**config.mk**
```make
export PLATFORM = sky130hd
export DESIGN_NAME = omf_record_deframer_unit_flat
export DESIGN_NICKNAME = d
export VERILOG_FILES = /design/src/design/omfdf_pkg.sv /design/src/design/omfdf_in_if.sv /design/src/design/omfdf_out_if.sv /design/src/design/omf_record_deframer_unit.sv /design/src/design/omfdf_type_mask.sv /design/src/design/omfdf_parser.sv /design/src/flat_wrapper.sv
export SDC_FILE = /design/constraint.sdc
export NUM_CORES = 1
export LEC_CHECK = 0
export BUFFER_PORTS_ARGS = -buffer_cell sky130_fd_sc_hd__buf_2
export CORE_UTILIZATION = 32
export CTS_CLUSTER_DIAMETER = 100
export CTS_CLUSTER_SIZE = 24
export DETAILED_ROUTE_END_ITERATION = 16
export HOLD_SLACK_MARGIN = 0.03
export SLEW_MARGIN = 0
export SYNTH_ARGS = -nofsm -noshare
export SYNTH_HDL_FRONTEND = slang
export SYNTH_HIERARCHICAL = 1
export SYNTH_SLANG_ARGS = --single-unit
```
**constraint.sdc**
```tcl
create_clock -name clk -period 6.75 [get_ports clk]
set_input_delay 0.3375 -clock clk [delete_from_list [all_inputs] [get_ports clk]]
set_output_delay 0.3375 -clock clk [all_outputs]
set_load 0.02 [all_outputs]
```
**src/design/omfdf_pkg.sv**
```systemverilog
// Shared constants for the OMF record deframer.
package omfdf_pkg;

  // Width of the running byte offset within a buffer (wraps at this width).
  localparam int OFFSET_BITS = 32;
  // Width of the reported record offset.
  localparam int REC_OFFSET_BITS = 32;
  // Internal width that holds both of the above.
  localparam int OFFSET_EXT_BITS =
    (OFFSET_BITS > REC_OFFSET_BITS) ? OFFSET_BITS : REC_OFFSET_BITS;

  // Type mask registers.
  localparam int MASK_BITS    = 64;
  localparam int MASK_REGS    = 4;
  localparam int CFG_IDX_BITS = 2;

  localparam logic [CFG_IDX_BITS-1:0] REG_MASK_LOW   = 2'd0;
  localparam logic [CFG_IDX_BITS-1:0] REG_MASK_MID   = 2'd1;
  localparam logic [CFG_IDX_BITS-1:0] REG_MASK_UPPER = 2'd2;
  localparam logic [CFG_IDX_BITS-1:0] REG_MASK_TOP   = 2'd3;

  // Result status codes.
  localparam logic [1:0] ST_OK       = 2'd0;
  localparam logic [1:0] ST_BAD_TYPE = 2'd1;
  localparam logic [1:0] ST_BAD_SUM  = 2'd2;
  localparam logic [1:0] ST_SHORT    = 2'd3;

endpackage

```
**src/design/omfdf_in_if.sv**
```systemverilog
// Byte stream channel into the deframer.
interface omfdf_in_if;
  logic       valid;
  logic       ready;
  logic [7:0] data_byte;
  logic       buffer_end;

  modport source (output valid, output data_byte, output buffer_end, input ready);
  modport sink   (input valid, input data_byte, input buffer_end, output ready);
endinterface

```
**src/design/omfdf_out_if.sv**
```systemverilog
// Record report channel out of the deframer.
interface omfdf_out_if;
  logic        valid;
  logic        ready;
  logic [1:0]  status;
  logic [7:0]  record_type;
  logic [15:0] record_length;
  logic [omfdf_pkg::REC_OFFSET_BITS-1:0] record_offset;

  modport source (output valid, output status, output record_type,
                  output record_length, output record_offset, input ready);
  modport sink   (input valid, input status, input record_type,
                  input record_length, input record_offset, output ready);
endinterface

```
**src/design/omf_record_deframer_unit.sv**
```systemverilog
// Top level of the OMF record deframer.
//
//   channel   | dir | handshake     | payload
//   ----------+-----+---------------+------------------------------------------
//   bytes     | in  | valid/ready   | data_byte[7:0], buffer_end
//   records   | out | valid/ready   | status[1:0], record_type[7:0],
//             |     |               | record_length[15:0], record_offset[31:0]
//   cfg       | in  | cfg_we        | cfg_index[1:0], cfg_data[63:0]
//
// One byte per cycle sustained while records is not stalled. A byte is held in
// the input register, then one pass through the framing logic loads the result
// register, which drives the report on records.
// rst is synchronous: framing restarts expecting a type byte at offset zero,
// and the type mask clears, so every type is rejected until written.
// Stalls on records back up into the input register and then drop bytes.ready;
// while records is empty, bytes.ready is always high.
module omf_record_deframer_unit (
  input  logic                                clk,
  input  logic                                rst,
  input  logic                                cfg_we,
  input  logic [omfdf_pkg::CFG_IDX_BITS-1:0]  cfg_index,
  input  logic [omfdf_pkg::MASK_BITS-1:0]     cfg_data,
  omfdf_in_if.sink                            bytes,
  omfdf_out_if.source                         records
);

  logic [7:0] lookup_type;
  logic       type_ok;

  // Mask lookup is combinational off the parser's input register.
  omfdf_type_mask u_type_mask (
    .clk         (clk),
    .rst         (rst),
    .cfg_we      (cfg_we),
    .cfg_index   (cfg_index),
    .cfg_data    (cfg_data),
    .lookup_type (lookup_type),
    .type_ok     (type_ok)
  );

  omfdf_parser u_parser (
    .clk         (clk),
    .rst         (rst),
    .bytes       (bytes),
    .records     (records),
    .lookup_type (lookup_type),
    .type_ok     (type_ok)
  );

  // An empty result register never blocks the input side.
  a_ready_when_empty: assert property (@(posedge clk) disable iff (rst)
    !records.valid |-> bytes.ready)
    else $error("bytes stalled with empty result register");

  // A checksum verdict only comes from a record with a nonzero length.
  a_sum_has_length: assert property (@(posedge clk) disable iff (rst)
    records.valid && (records.status == omfdf_pkg::ST_OK ||
                      records.status == omfdf_pkg::ST_BAD_SUM)
    |-> records.record_length != 16'd0)
    else $error("checksum verdict on zero-length record");

  // Bad type is decided on the type byte, before any length byte.
  a_bad_type_no_length: assert property (@(posedge clk) disable iff (rst)
    records.valid && records.status == omfdf_pkg::ST_BAD_TYPE
    |-> records.record_length == 16'd0)
    else $error("bad type report carries a length");

  // Nothing is reported in the cycle after reset.
  a_quiet_after_reset: assert property (@(posedge clk)
    $past(rst) |-> !records.valid)
    else $error("report right after reset");

endmodule

```
**src/design/omfdf_type_mask.sv**
```systemverilog
// 256-bit accepted-type mask: four config registers and a per-type lookup.
module omfdf_type_mask (
  input  logic                                clk,
  input  logic                                rst,
  input  logic                                cfg_we,
  input  logic [omfdf_pkg::CFG_IDX_BITS-1:0]  cfg_index,
  input  logic [omfdf_pkg::MASK_BITS-1:0]     cfg_data,
  input  logic [7:0]                          lookup_type,
  output logic                                type_ok
);

  logic [omfdf_pkg::MASK_BITS-1:0] mask [omfdf_pkg::MASK_REGS];

  always_ff @(posedge clk) begin
    if (rst) begin
      for (int i = 0; i < omfdf_pkg::MASK_REGS; i++) begin
        mask[i] <= '0;
      end
    end else if (cfg_we) begin
      case (cfg_index)
        omfdf_pkg::REG_MASK_LOW:   mask[0] <= cfg_data;
        omfdf_pkg::REG_MASK_MID:   mask[1] <= cfg_data;
        omfdf_pkg::REG_MASK_UPPER: mask[2] <= cfg_data;
        omfdf_pkg::REG_MASK_TOP:   mask[3] <= cfg_data;
        default: ;
      endcase
    end
  end

  // Upper two bits pick the register, lower six the bit.
  assign type_ok = mask[lookup_type[7:6]][lookup_type[5:0]];

endmodule

```
**src/design/omfdf_parser.sv**
```systemverilog
// Input register, record framing state machine and result register.
module omfdf_parser (
  input  logic                 clk,
  input  logic                 rst,
  omfdf_in_if.sink             bytes,
  omfdf_out_if.source          records,
  output logic [7:0]           lookup_type,
  input  logic                 type_ok
);

  typedef enum logic [2:0] {
    PH_TYPE,
    PH_LEN_LO,
    PH_LEN_HI,
    PH_BODY,
    PH_DISCARD
  } phase_t;

  // Input register
  logic       in_valid;
  logic [7:0] in_byte;
  logic       in_last;

  // Framing state
  phase_t                              phase, phase_next;
  logic [7:0]                          held_type, held_type_next;
  logic [15:0]                         held_length, held_length_next;
  logic [15:0]                         bytes_left, bytes_left_next;
  logic [7:0]                          running_sum, running_sum_next;
  logic [omfdf_pkg::OFFSET_BITS-1:0]   byte_position, byte_position_next;
  logic [omfdf_pkg::OFFSET_BITS-1:0]   record_start, record_start_next;

  // Result register
  logic                                   out_valid;
  logic [1:0]                             out_status;
  logic [7:0]                             out_type;
  logic [15:0]                            out_length;
  logic [omfdf_pkg::REC_OFFSET_BITS-1:0]  out_offset;

  logic                                   emit;
  logic [1:0]                             emit_status;
  logic                                   advance;
  logic [omfdf_pkg::OFFSET_EXT_BITS-1:0]  start_ext;

  // Item leaves the input register when the result register has room.
  assign advance     = in_valid && (!out_valid || records.ready);
  assign bytes.ready = !in_valid || advance;
  assign lookup_type = in_byte;

  always_comb begin
    phase_next         = phase;
    held_type_next     = held_type;
    held_length_next   = held_length;
    bytes_left_next    = bytes_left;
    running_sum_next   = running_sum;
    record_start_next  = record_start;
    emit               = 1'b0;
    emit_status        = omfdf_pkg::ST_OK;

    case (phase)
      PH_TYPE: begin
        record_start_next = byte_position;
        held_type_next    = in_byte;
        held_length_next  = '0;
        running_sum_next  = in_byte;
        if (!type_ok) begin
          emit        = 1'b1;
          emit_status = omfdf_pkg::ST_BAD_TYPE;
          phase_next  = PH_DISCARD;
        end else if (in_last) begin
          emit        = 1'b1;
          emit_status = omfdf_pkg::ST_SHORT;
        end else begin
          phase_next  = PH_LEN_LO;
        end
      end
      PH_LEN_LO: begin
        held_length_next = {8'h00, in_byte};
        running_sum_next = running_sum + in_byte;
        if (in_last) begin
          emit        = 1'b1;
          emit_status = omfdf_pkg::ST_SHORT;
        end else begin
          phase_next  = PH_LEN_HI;
        end
      end
      PH_LEN_HI: begin
        held_length_next = {in_byte, held_length[7:0]};
        running_sum_next = running_sum + in_byte;
        bytes_left_next  = held_length_next;
        if (held_length_next == 16'd0 || in_last) begin
          emit        = 1'b1;
          emit_status = omfdf_pkg::ST_SHORT;
          phase_next  = PH_DISCARD;
        end else begin
          phase_next  = PH_BODY;
        end
      end
      PH_BODY: begin
        running_sum_next = running_sum + in_byte;
        bytes_left_next  = bytes_left - 16'd1;
        if (bytes_left_next == 16'd0) begin
          emit = 1'b1;
          // zero checksum byte means "not computed"
          if (in_byte == 8'h00 || running_sum_next == 8'h00) begin
            emit_status = omfdf_pkg::ST_OK;
            phase_next  = PH_TYPE;
          end else begin
            emit_status = omfdf_pkg::ST_BAD_SUM;
            phase_next  = PH_DISCARD;
          end
        end else if (in_last) begin
          emit        = 1'b1;
          emit_status = omfdf_pkg::ST_SHORT;
          phase_next  = PH_DISCARD;
        end
      end
      default: ;
    endcase

    if (in_last) begin
      phase_next         = PH_TYPE;
      byte_position_next = '0;
    end else begin
      byte_position_next = byte_position + 1'b1;
    end
  end

  assign start_ext = omfdf_pkg::OFFSET_EXT_BITS'(record_start_next);

  always_ff @(posedge clk) begin
    if (rst) begin
      in_valid      <= 1'b0;
      out_valid     <= 1'b0;
      phase         <= PH_TYPE;
      held_type     <= '0;
      held_length   <= '0;
      bytes_left    <= '0;
      running_sum   <= '0;
      byte_position <= '0;
      record_start  <= '0;
    end else begin
      if (bytes.ready) begin
        in_valid <= bytes.valid;
      end
      if (advance) begin
        phase         <= phase_next;
        held_type     <= held_type_next;
        held_length   <= held_length_next;
        bytes_left    <= bytes_left_next;
        running_sum   <= running_sum_next;
        byte_position <= byte_position_next;
        record_start  <= record_start_next;
      end
      if (advance && emit) begin
        out_valid <= 1'b1;
      end else if (records.ready) begin
        out_valid <= 1'b0;
      end
    end
    if (bytes.valid && bytes.ready) begin
      in_byte <= bytes.data_byte;
      in_last <= bytes.buffer_end;
    end
    if (advance && emit) begin
      out_status <= emit_status;
      out_type   <= held_type_next;
      out_length <= held_length_next;
      out_offset <= start_ext[omfdf_pkg::REC_OFFSET_BITS-1:0];
    end
  end

  assign records.valid         = out_valid;
  assign records.status        = out_status;
  assign records.record_type   = out_type;
  assign records.record_length = out_length;
  assign records.record_offset = out_offset;

endmodule
```
**src/flat_wrapper.sv**
```systemverilog
// flat-port wrapper written by rule: the top's interface ports become plain ports
module omf_record_deframer_unit_flat 
  (clk, rst, cfg_we, cfg_index, cfg_data, bytes_valid, bytes_data_byte, bytes_buffer_end, bytes_ready, records_valid, records_status, records_record_type, records_record_length, records_record_offset, records_ready);
  omfdf_in_if bytes_i ();
  omfdf_out_if records_i ();
  input  logic clk;
  input  logic rst;
  input  logic cfg_we;
  input  logic [omfdf_pkg::CFG_IDX_BITS-1:0] cfg_index;
  input  logic [omfdf_pkg::MASK_BITS-1:0] cfg_data;
  input wire logic [$bits(bytes_i.valid)-1:0] bytes_valid;
  input wire logic [$bits(bytes_i.data_byte)-1:0] bytes_data_byte;
  input wire logic [$bits(bytes_i.buffer_end)-1:0] bytes_buffer_end;
  output wire logic [$bits(bytes_i.ready)-1:0] bytes_ready;
  output wire logic [$bits(records_i.valid)-1:0] records_valid;
  output wire logic [$bits(records_i.status)-1:0] records_status;
  output wire logic [$bits(records_i.record_type)-1:0] records_record_type;
  output wire logic [$bits(records_i.record_length)-1:0] records_record_length;
  output wire logic [$bits(records_i.record_offset)-1:0] records_record_offset;
  input wire logic [$bits(records_i.ready)-1:0] records_ready;
  assign bytes_i.valid = bytes_valid;
  assign bytes_i.data_byte = bytes_data_byte;
  assign bytes_i.buffer_end = bytes_buffer_end;
  assign bytes_ready = bytes_i.ready;
  assign records_valid = records_i.valid;
  assign records_status = records_i.status;
  assign records_record_type = records_i.record_type;
  assign records_record_length = records_i.record_length;
  assign records_record_offset = records_i.record_offset;
  assign records_i.ready = records_ready;
  omf_record_deframer_unit u_core (.clk(clk), .rst(rst), .cfg_we(cfg_we), .cfg_index(cfg_index), .cfg_data(cfg_data), .bytes(bytes_i), .records(records_i));
endmodule
```
==> results of run 1 <==
worst paths after layout:
check	start	endpoint	slack, ns	cells past startpoint
min reg2reg	u_core/u_parser/record_start[26]$_SDFFE_PP0P_	u_core/u_parser/record_start[26]$_SDFFE_PP0P_	0.46	2
max	u_core/u_parser/lookup_type[6]$_DFFE_PP_	u_core/u_parser/records.record_offset[9]$_DFFE_PP_	1.66	12
max reg2reg	u_core/u_parser/lookup_type[6]$_DFFE_PP_	u_core/u_parser/records.record_offset[9]$_DFFE_PP_	1.66	12
min	cfg_data[52]	u_core/u_type_mask/mask[0][52]$_SDFFCE_PN0P_	0.08	2
repair_timing:
action,CTS,global route
resized for setup,0,0
endpoints found under the hold margin,10,0
hold buffers,10,0
registers in the layout, summed over array words and instances, names as in the netlist:
register / cells
u_core/u_parser/records.record_type: 8
u_core/u_parser/record_start: 32
u_core/u_parser/byte_position: 32
u_core/u_parser/bytes_left: 16
u_core/u_parser/in_valid: 1
u_core/u_parser/records.status: 2
u_core/u_parser/held_type: 8
u_core/u_parser/lookup_type: 8
u_core/u_parser/phase: 3
u_core/u_parser/held_length: 16
u_core/u_parser/records.valid: 1
u_core/u_parser/records.record_offset: 32
u_core/u_parser/records.record_length: 16
u_core/u_parser/running_sum: 8
u_core/u_parser/in_last: 1
u_core/u_type_mask/mask: 256
critical path, delay by kind of cell, from the launching register on:
kind,cells,cell delay [ns]
AOI/OAI and AO/OA,5,1.04
buffers and inverters,2,0.77
DFF,1,0.92
muxes,1,0.54
and+or+nand+nor,4,1.45
layer usage:
metal | vias up | GRT usage | part of all wire
met5 | - | 0 | 0
met4 | 0 | 0.0289 | 0.016
met3 | 44 | 0.0178 | 0.058
met2 | 445 | 0.247 | 0.47
met1 | 6276 | 0.219 | 0.46
li1 | 5985 | - | -
power by group:
part	internal [W]	leakage (nW)	switching, W
Sequential	0.00307	4.06	0.0000749
Clock	0.000688	0.322	0.000851
Combinational	0.000221	3.41	0.000356
layout by cell type (no fill, tap or decap), drive strengths merged, types with 7 or more instances in the layout:
cell type	instances
edfxtp	323
and2	259
nand2	170
buf	169
dfxtp	117
a21oi	92
nor2	86
mux2i	60
mux4	42
mux2	41
clkbuf	38
o21ai	34
o22ai	27
xor2	21
nor4	18
nor3	18
nand3	17
a22o	15
xnor2	14
a22oi	13
a211oi	11
nand2b	11
dlygate4sd3	10
inv	10
ha	10
o21bai	8
and3	7
nor2b	7
final cells by class:
class / count / area (µm²)
Timing Repair Buffer: 179 / 1050
Clock buffer: 38 / 632
Multi-Input combinational cell: 1048 / 7300
Inverter: 10 / 37.5
Fill cell: 5830 / 38600
Clock inverter: 2 / 46.3
Sequential cell: 440 / 12000
Tap cell: 782 / 978
cells by family after synthesis:
group | share of synthesized area
simple gates | 0.168
flops | 0.609
compound gates | 0.0723
mux | 0.102
buf+inv | 0.0255
xor+xnor | 0.0155
fa+ha+maj | 0.00735
through the flow:
step	power (W)	instances
final	0.00526	2499
after global routing	0.00546	2499
after CTS	0.00531	2499
after detailed placement	0.00378	2449
after global placement	0.00377	2449
after floorplan	0.00356	1602
==> metrics, run 1 <==
fin crit period=5.09 ns; Num CTS Buffers=22; Worst-Skew Late Latency=0.56 ns; Setup TNS Final=0 ns; residual DRC count=0; via/cell ratio=5.10; Finished Cell Area=0.0221 mm²; Synthesized Nets=1693; # diodes=0; GRT Residual Overflow=0; Syn Inst Count=1602; Worst-path clk slew=0.10 ns; layout cells sized above 1=0.174; number of global-route vias before repair=12500; post-CTS setup buffers=0; clk sink count=440; post-layout util=0.364; routed vias=12800; peak supply drop=0.146 mV; total of max-cap violations=0; syn_area_per_cell=12.3 µm²; IO Count=140; final worst setup slack=1.66 ns; starting density of the core=0.326; Area Growth Syn to Fin=11.8%; Cell Area, Synth=0.0198 mm²; RSZ-0062 raised after global routing=false; Max Clk Rate=196 MHz; Yosys top cell by area=edfxtp_1; Worst EP required=7.00 ns; Placed Instance Area=0.0213 mm²; WS Path Type=flop to flop; GRT Total Usage=0.152; Setup WS pre-CTS=1.63 ns; largest cells by area after synthesis=edfxtp_1, dfxtp_1, and2_1; H-tree Lvls=1; final WL=48400 µm; initial drt markers=1073; CTS tree=yes; Nets=1792; Die W=250 µm; ANT nets after route=0; CTS max path bufs=3; worst slew pin tran=1.08 ns; YS warnings=6; core box area=0.0607 mm²; Post-DP HPWL=30400 µm; die area=0.0627 mm²; Worst Skew=0.0197 ns; initial antenna violation count=0; leakage=7.79 nW; CP startpoint kind=flop; Final period util=0.754; status=complete, no violations; Root Buffer=clkbuf_16; Post-synth EDFFs=323; top-count cell post-synth=edfxtp_1; Post-synth top flop=edfxtp_1; final slew viol count=0; Routed WL per cell=19.4 µm; Cell variety after synth=67; flops & latches, synth=440; Rows=90; hold crit path type=input pin to flop; Die Y=250 µm; CP cell instances=buf_12, mux4_2, or4_1, o2111ai_1, o22ai_1, a21oi_1, a22oi_1, or2_2, a221oi_1, nand2_1, nand2_2, buf_4; CP arrival=5.34 ns; count of input and output buffers=139; Synth async-reset ratio=0; Max FO, Critical Path=44; Yosys top cell area share=0.491; GPL Wtd Cong=0.815; Min Hold Slack=0.0799 ns; CP max stage delay=0.92 ns; post-synthesis sequential area ratio=0.609; Final setup viols=0; Pwr Density=238 mW/mm²; pin count of the biggest net entering global routing=77; DR pass1 iterations=7; Final Hold Vio Count=0; first-pass GRT wire length=74900 µm; CP Capture Type=flop; Worst slew margin=0.278; cell at the slowest stage of the critical path=edfxtp_1; synth cell count leaders=edfxtp_1, and2_1, nand2_1
No activity file was read; power rests on OpenSTA's default activity.
==> run 2, diff against run 1 <==
clock period = 4.8 ns   (was 6.75 ns; I/O delays follow)
==> metrics, run 2 (synthesis gave the netlist of run 1 again) <==
post-CTS setup buffers=0; final slew viol count=0; H-tree Lvls=1; max reg flops=256; count of input and output buffers=139; ANT nets after route=0; CP startpoint kind=flop; IO Count=140; pin count of the biggest net entering global routing=81; CP Capture Type=flop; GRT Total Usage=0.152; # diodes=0; Die W=250 µm; Worst-Skew Late Latency=0.57 ns; leakage=8.10 nW; Final setup viols=0; DR pass1 iterations=5; via/cell ratio=5.03; Area Growth Syn to Fin=15.3%; worst slew pin tran=1.09 ns; CTS tree=yes; Setup TNS Final=0 ns; CP arrival=4.42 ns; layout cells sized above 1=0.174; most frequent cells in the layout=edfxtp_1, and2_1, nand2_1; Placed Instance Area=0.0214 mm²; Final period util=0.877; Max FO, Critical Path=33; first-pass GRT wire length=75100 µm; Worst-path clk slew=0.10 ns; reg2reg end=u_core/u_parser/records.record_offset[24]$_DFFE_PP_; Largest Register=u_core/u_type_mask/mask; WS Path Type=flop to flop; CTS max path bufs=3; crit path to=u_core/u_parser/records.record_offset[24]$_DFFE_PP_; Finished Cell Area=0.0228 mm²; peak supply drop=0.250 mV; initial drt markers=1106; post-layout util=0.375; final WL=48300 µm; Root Buffer=clkbuf_16; worst setup path startpoint=u_core/u_parser/lookup_type[6]$_DFFE_PP_; Final Hold Vio Count=0; clk sink count=440; routed vias=12900; Die Y=250 µm; Max Clk Rate=237 MHz; Worst EP required=5.01 ns; Min Hold Slack=0.0543 ns; Nets=1863; hold crit path type=input pin to flop; GPL Wtd Cong=0.815; fin crit period=4.21 ns; starting density of the core=0.326; Num CTS Buffers=23; RR Startpoint=u_core/u_parser/lookup_type[6]$_DFFE_PP_; residual DRC count=0; die area=0.0627 mm²; initial antenna violation count=0; Worst R2R Path Depth=12; number of global-route vias before repair=13000; Routed WL per cell=18.8 µm; GRT Residual Overflow=0; Worst slew margin=0.275; status=complete, no violations; most common cell after layout, fill and taps aside=edfxtp_1; RSZ-0062 raised after global routing=false; Post-DP HPWL=31000 µm; Pwr Density=326 mW/mm²; reg-to-reg slack, setup=0.59 ns; total of max-cap violations=0; Rows=90; core box area=0.0607 mm²; Worst Skew=0.0458 ns
[run 2: cell count changes in the layout (fill, tap and decap cells not counted), sizes merged]
cell         delta
bufinv          -1
clkinv          +2
clkbuf          -1
buf             +9
inv             +2
dlygate4sd3    +61
[run 2: worst min path at each step]
stage / to / from / slack (ns) / depth (start not counted)
after floorplan: u_core/u_parser/in_last$_DFFE_PP_ / bytes_buffer_end / 0.34 / 0
after global placement: u_core/u_parser/lookup_type[5]$_DFFE_PP_ / bytes_data_byte[5] / 0.42 / 1
after detailed placement: u_core/u_parser/lookup_type[4]$_DFFE_PP_ / bytes_data_byte[4] / 0.42 / 1
after CTS: u_core/u_type_mask/mask[0][23]$_SDFFCE_PN0P_ / cfg_data[23] / 0.03 / 2
after global routing: u_core/u_type_mask/mask[1][11]$_SDFFCE_PN0P_ / cfg_data[11] / 0.05 / 2
final: u_core/u_type_mask/mask[0][23]$_SDFFCE_PN0P_ / cfg_data[23] / 0.05 / 2
[run 2: timing repair]
item,CTS,global route
setup endpoints to repair,0,0
gates resized for setup,0,0
endpoints found under the hold margin,244,0
hold buffers,71,0
[run 2: through the flow]
step / total power [W] / setup slack (ns) / instances
2_1_floorplan: 0.00501 / 0.258 / 1602
3_3_place_gp: 0.00530 / 0.663 / 2458
5_1_grt: 0.00771 / 0.270 / 2571
3_5_place_dp: 0.00532 / 0.616 / 2458
6_report: 0.00742 / 0.589 / 2571
4_1_cts: 0.00750 / 0.576 / 2571
[run 2: final cells by class]
class	count	area [µm²]
clock inverter	5	61.3
timing repair buffer	249	1740
inverter	10	37.5
tap	782	978
multi-input combinational	1048	7300
sequential	440	12000
clock buffer	37	628
fill	5752	37900
[run 2: routing by layer]
layer | global-route usage | part of all wire
met1 | 0.213 | 0.46
met3 | 0.0239 | 0.062
met5 | 0 | 0
met4 | 0.0375 | 0.022
met2 | 0.246 | 0.46
[run 2: worst max-delay path, stage by stage (launching register included)]
cell	delay, ns
edfxtp_1	0.41
buf_4	0.43
mux4_2	0.57
mux2_2	0.29
o2111ai_1	0.20
o22ai_1	0.15
a21oi_1	0.25
a22oi_1	0.21
or2_2	0.34
a221oi_1	0.38
nand2_1	0.12
nand2_2	0.10
buf_4	0.37
[run 2: report_power, final]
group          switching, W  total [W]  internal, W
Clock               0.00122    0.00215     0.000930
Sequential        0.0000970    0.00441      0.00431
Combinational      0.000513   0.000861     0.000348
==> run 3, diff against run 2 <==
CORE_UTILIZATION = 35   (was 32)
SYNTH_HIERARCHICAL = not set   (was 1)
==> metrics, run 3 <==
GPL Wtd Cong=0.842; count of input and output buffers=139; die area=0.0576 mm²; clock power share=0.295; residual DRC count=0; CTS tree=yes; GRT Residual Overflow=0; Post-synth EDFFs=323; final slew viol count=0; fin crit period=3.92 ns; hold depth=2; Num CTS Buffers=23; first-pass GRT wire length=74900 µm; max reg flops=256; final worst setup slack=0.882 ns; wl on met1=21100 µm; Largest Register=u_core.u_type_mask.mask; Reg area=0.0121 mm²; CTS max path bufs=3; starting density of the core=0.357; Cell variety after synth=68; hold crit path type=input pin to flop; H-tree Lvls=1; pin count of the biggest net entering global routing=66; status=complete, no violations; Net Switching=0.00181 W; clk sink count=442; Final setup viols=0; Yosys top cell area share=0.489; Fillers=5235; Worst-path clk slew=0.10 ns; peak supply drop=0.238 mV; WS Path Type=flop to flop; cell-internal power=0.00563 W; Yosys top cell by area=edfxtp_1; Root Buffer=clkbuf_16; number of global-route vias before repair=12600; highest metal layer with signal wires=met5; synth cell count leaders=edfxtp_1, and2_1, nor2_1; Final period util=0.816; largest cells by area after synthesis=edfxtp_1, dfxtp_1, and2_1; syn_area_per_cell=12.9 µm²; Pwr Density=326 mW/mm²; worst slew pin tran=1.07 ns; Area Growth Syn to Fin=15.0%; Cell Area, Synth=0.0198 mm²; Worst slew margin=0.288; Die W=240 µm; routed vias=12700; IO Count=140; area occupied by multi-input gates=0.00737 mm²; Flop pwr share=0.598; Worst Skew=0.0303 ns; via/cell ratio=5.15; combinational share of power=0.106; reg2reg end=u_core.u_parser.records.record_offset[31]$_DFFE_PP_; most frequent cells in the layout=edfxtp_1, and2_1, buf_2; Min Hold Slack=0.0556 ns; Die Y=240 µm; sw frac=0.243; Synthesized Nets=1623; Final Hold Vio Count=0; Worst-Skew Late Latency=0.58 ns; initial antenna violation count=3; # diodes=0; post-synthesis sequential area ratio=0.609; Synth async-reset ratio=0; Post-DP HPWL=30600 µm; met2 routed WL=23800 µm; top-count cell post-synth=edfxtp_1; Setup TNS Final=0 ns; placed insts=2350; RSZ-0062 raised after global routing=false; Hold EP=u_core.u_type_mask.mask[0][48]$_SDFFCE_PN0P_; Max Clk Rate=255 MHz; Rows=86; YS warnings=0; core box area=0.0555 mm²; Syn Inst Count=1532; reg-to-reg slack, setup=0.88 ns; DR pass1 iterations=5; final non-filler cell total=2460; Max FO, Critical Path=60; ANT nets after route=0; Routed WL per cell=19.9 µm; CP Capture Type=flop; leakage=8.19 nW; CP startpoint kind=flop; most common cell after layout, fill and taps aside=edfxtp_1; initial drt markers=981; CP arrival=4.15 ns; Post-synth top flop=edfxtp_1; flops & latches, synth=442; GRT Total Usage=0.169; hold_sp=cfg_data[48]; met3 routed WL=3000 µm; Nets=1791; Worst R2R Path Depth=9; final WL=49000 µm; layout cells sized above 1=0.186; Setup WS pre-CTS=0.912 ns; total of max-cap violations=0; Worst EP required=5.03 ns
run 3: changes by cell type after synthesis, moves of 11 or more:
cell | before | now
nand2_1 | 170 | 72
a21oi_1 | 92 | 32
nor2_1 | 85 | 129
nand3_1 | 17 | 46
o22ai_1 | 27 | 4
mux4_2 | 41 | 56
nand4_1 | 5 | 20
a22o_1 | 15 | 2
mux2i_1 | 60 | 72
o21ai_0 | 34 | 23
run 3: final cells by class:
cell class	instances	share of cell area
multi-input cells	976	0.323
well taps	748	0.0411
repair buffers	237	0.0719
clock buffers	30	0.0264
inverters	20	0.00329
flip-flops and latches	442	0.530
clock inverters	7	0.00373
run 3: logic make-up (layout without fill, tap and decap cells):
| group | count (synthesis) | count (layout) | share of synthesized area |
|---|---|---|---|
| and+or+nand+nor | 605 | 605 | 0.164 |
| adders and majority gates | 11 | 11 | 0.00732 |
| buffers and inverters | 114 | 294 | 0.0231 |
| AOI/OAI and AO/OA | 148 | 148 | 0.0534 |
| xor gates and xnor gates | 42 | 42 | 0.0186 |
| muxes | 170 | 170 | 0.124 |
| DFF | 442 | 442 | 0.609 |
run 3: timing repair:
action / in CTS / in global routing
resized for setup: 0 / 0
endpoints found under the hold margin: 258 / 0
hold buffers: 73 / 0
setup buffers: 0 / 0
run 3: how the worst max path moves through the flow:
stage,start,endpoint,slack (ns),cells after the start
after CTS,flop,u_core.u_parser.records.record_length[2]$_DFFE_PP_,0.90,9
after global placement,flop,u_core.u_parser.records.record_offset[26]$_DFFE_PP_,1.04,9
final,flop,u_core.u_parser.records.record_offset[31]$_DFFE_PP_,0.88,9
after floorplan,flop,u_core.u_parser.records.record_length[0]$_DFFE_PP_,0.44,10
after global routing,flop,u_core.u_parser.records.record_offset[28]$_DFFE_PP_,0.74,9
after detailed placement,flop,u_core.u_parser.records.record_offset[16]$_DFFE_PP_,0.91,9
run 3: per-stage QoR:
step / instance area, µm² / total power [W] / utilization
6_report: 22800 / 0.00744 / 0.411
5_1_grt: 22800 / 0.00773 / 0.411
4_1_cts: 22800 / 0.00752 / 0.411
3_5_place_dp: 21400 / 0.00529 / 0.385
3_3_place_gp: 21400 / 0.00527 / 0.385
2_1_floorplan: 19800 / 0.00499 / -
run 3: worst max-delay path, cell delays in order (launching register included):
cell and delay (ns):
dfxtp_4 0.99, buf_4 0.40, mux4_2 0.53, mux2i_1 0.18, nor3_1 0.06, o21ai_0 0.23
a311o_1 0.33, nand3_1 0.24, a31oi_4 0.22, buf_12 0.31
run 3: power by group through the flow:
stage               Sequential (W)  Clock, W  Combinational (W)
floorplan                  0.00450         0           0.000489
global placement           0.00454         0           0.000739
CTS                        0.00446   0.00226           0.000800
detailed placement         0.00454         0           0.000749
finish                     0.00445   0.00220           0.000792
global route               0.00448   0.00239           0.000858
run 3: metal layers:
| layer | vias up | GRT usage |
|---|---|---|
| met2 | 376 | 0.285 |
| li1 | 5936 | - |
| met5 | - | 0 |
| met4 | 6 | 0.0382 |
| met3 | 63 | 0.0295 |
| met1 | 6296 | 0.226 |
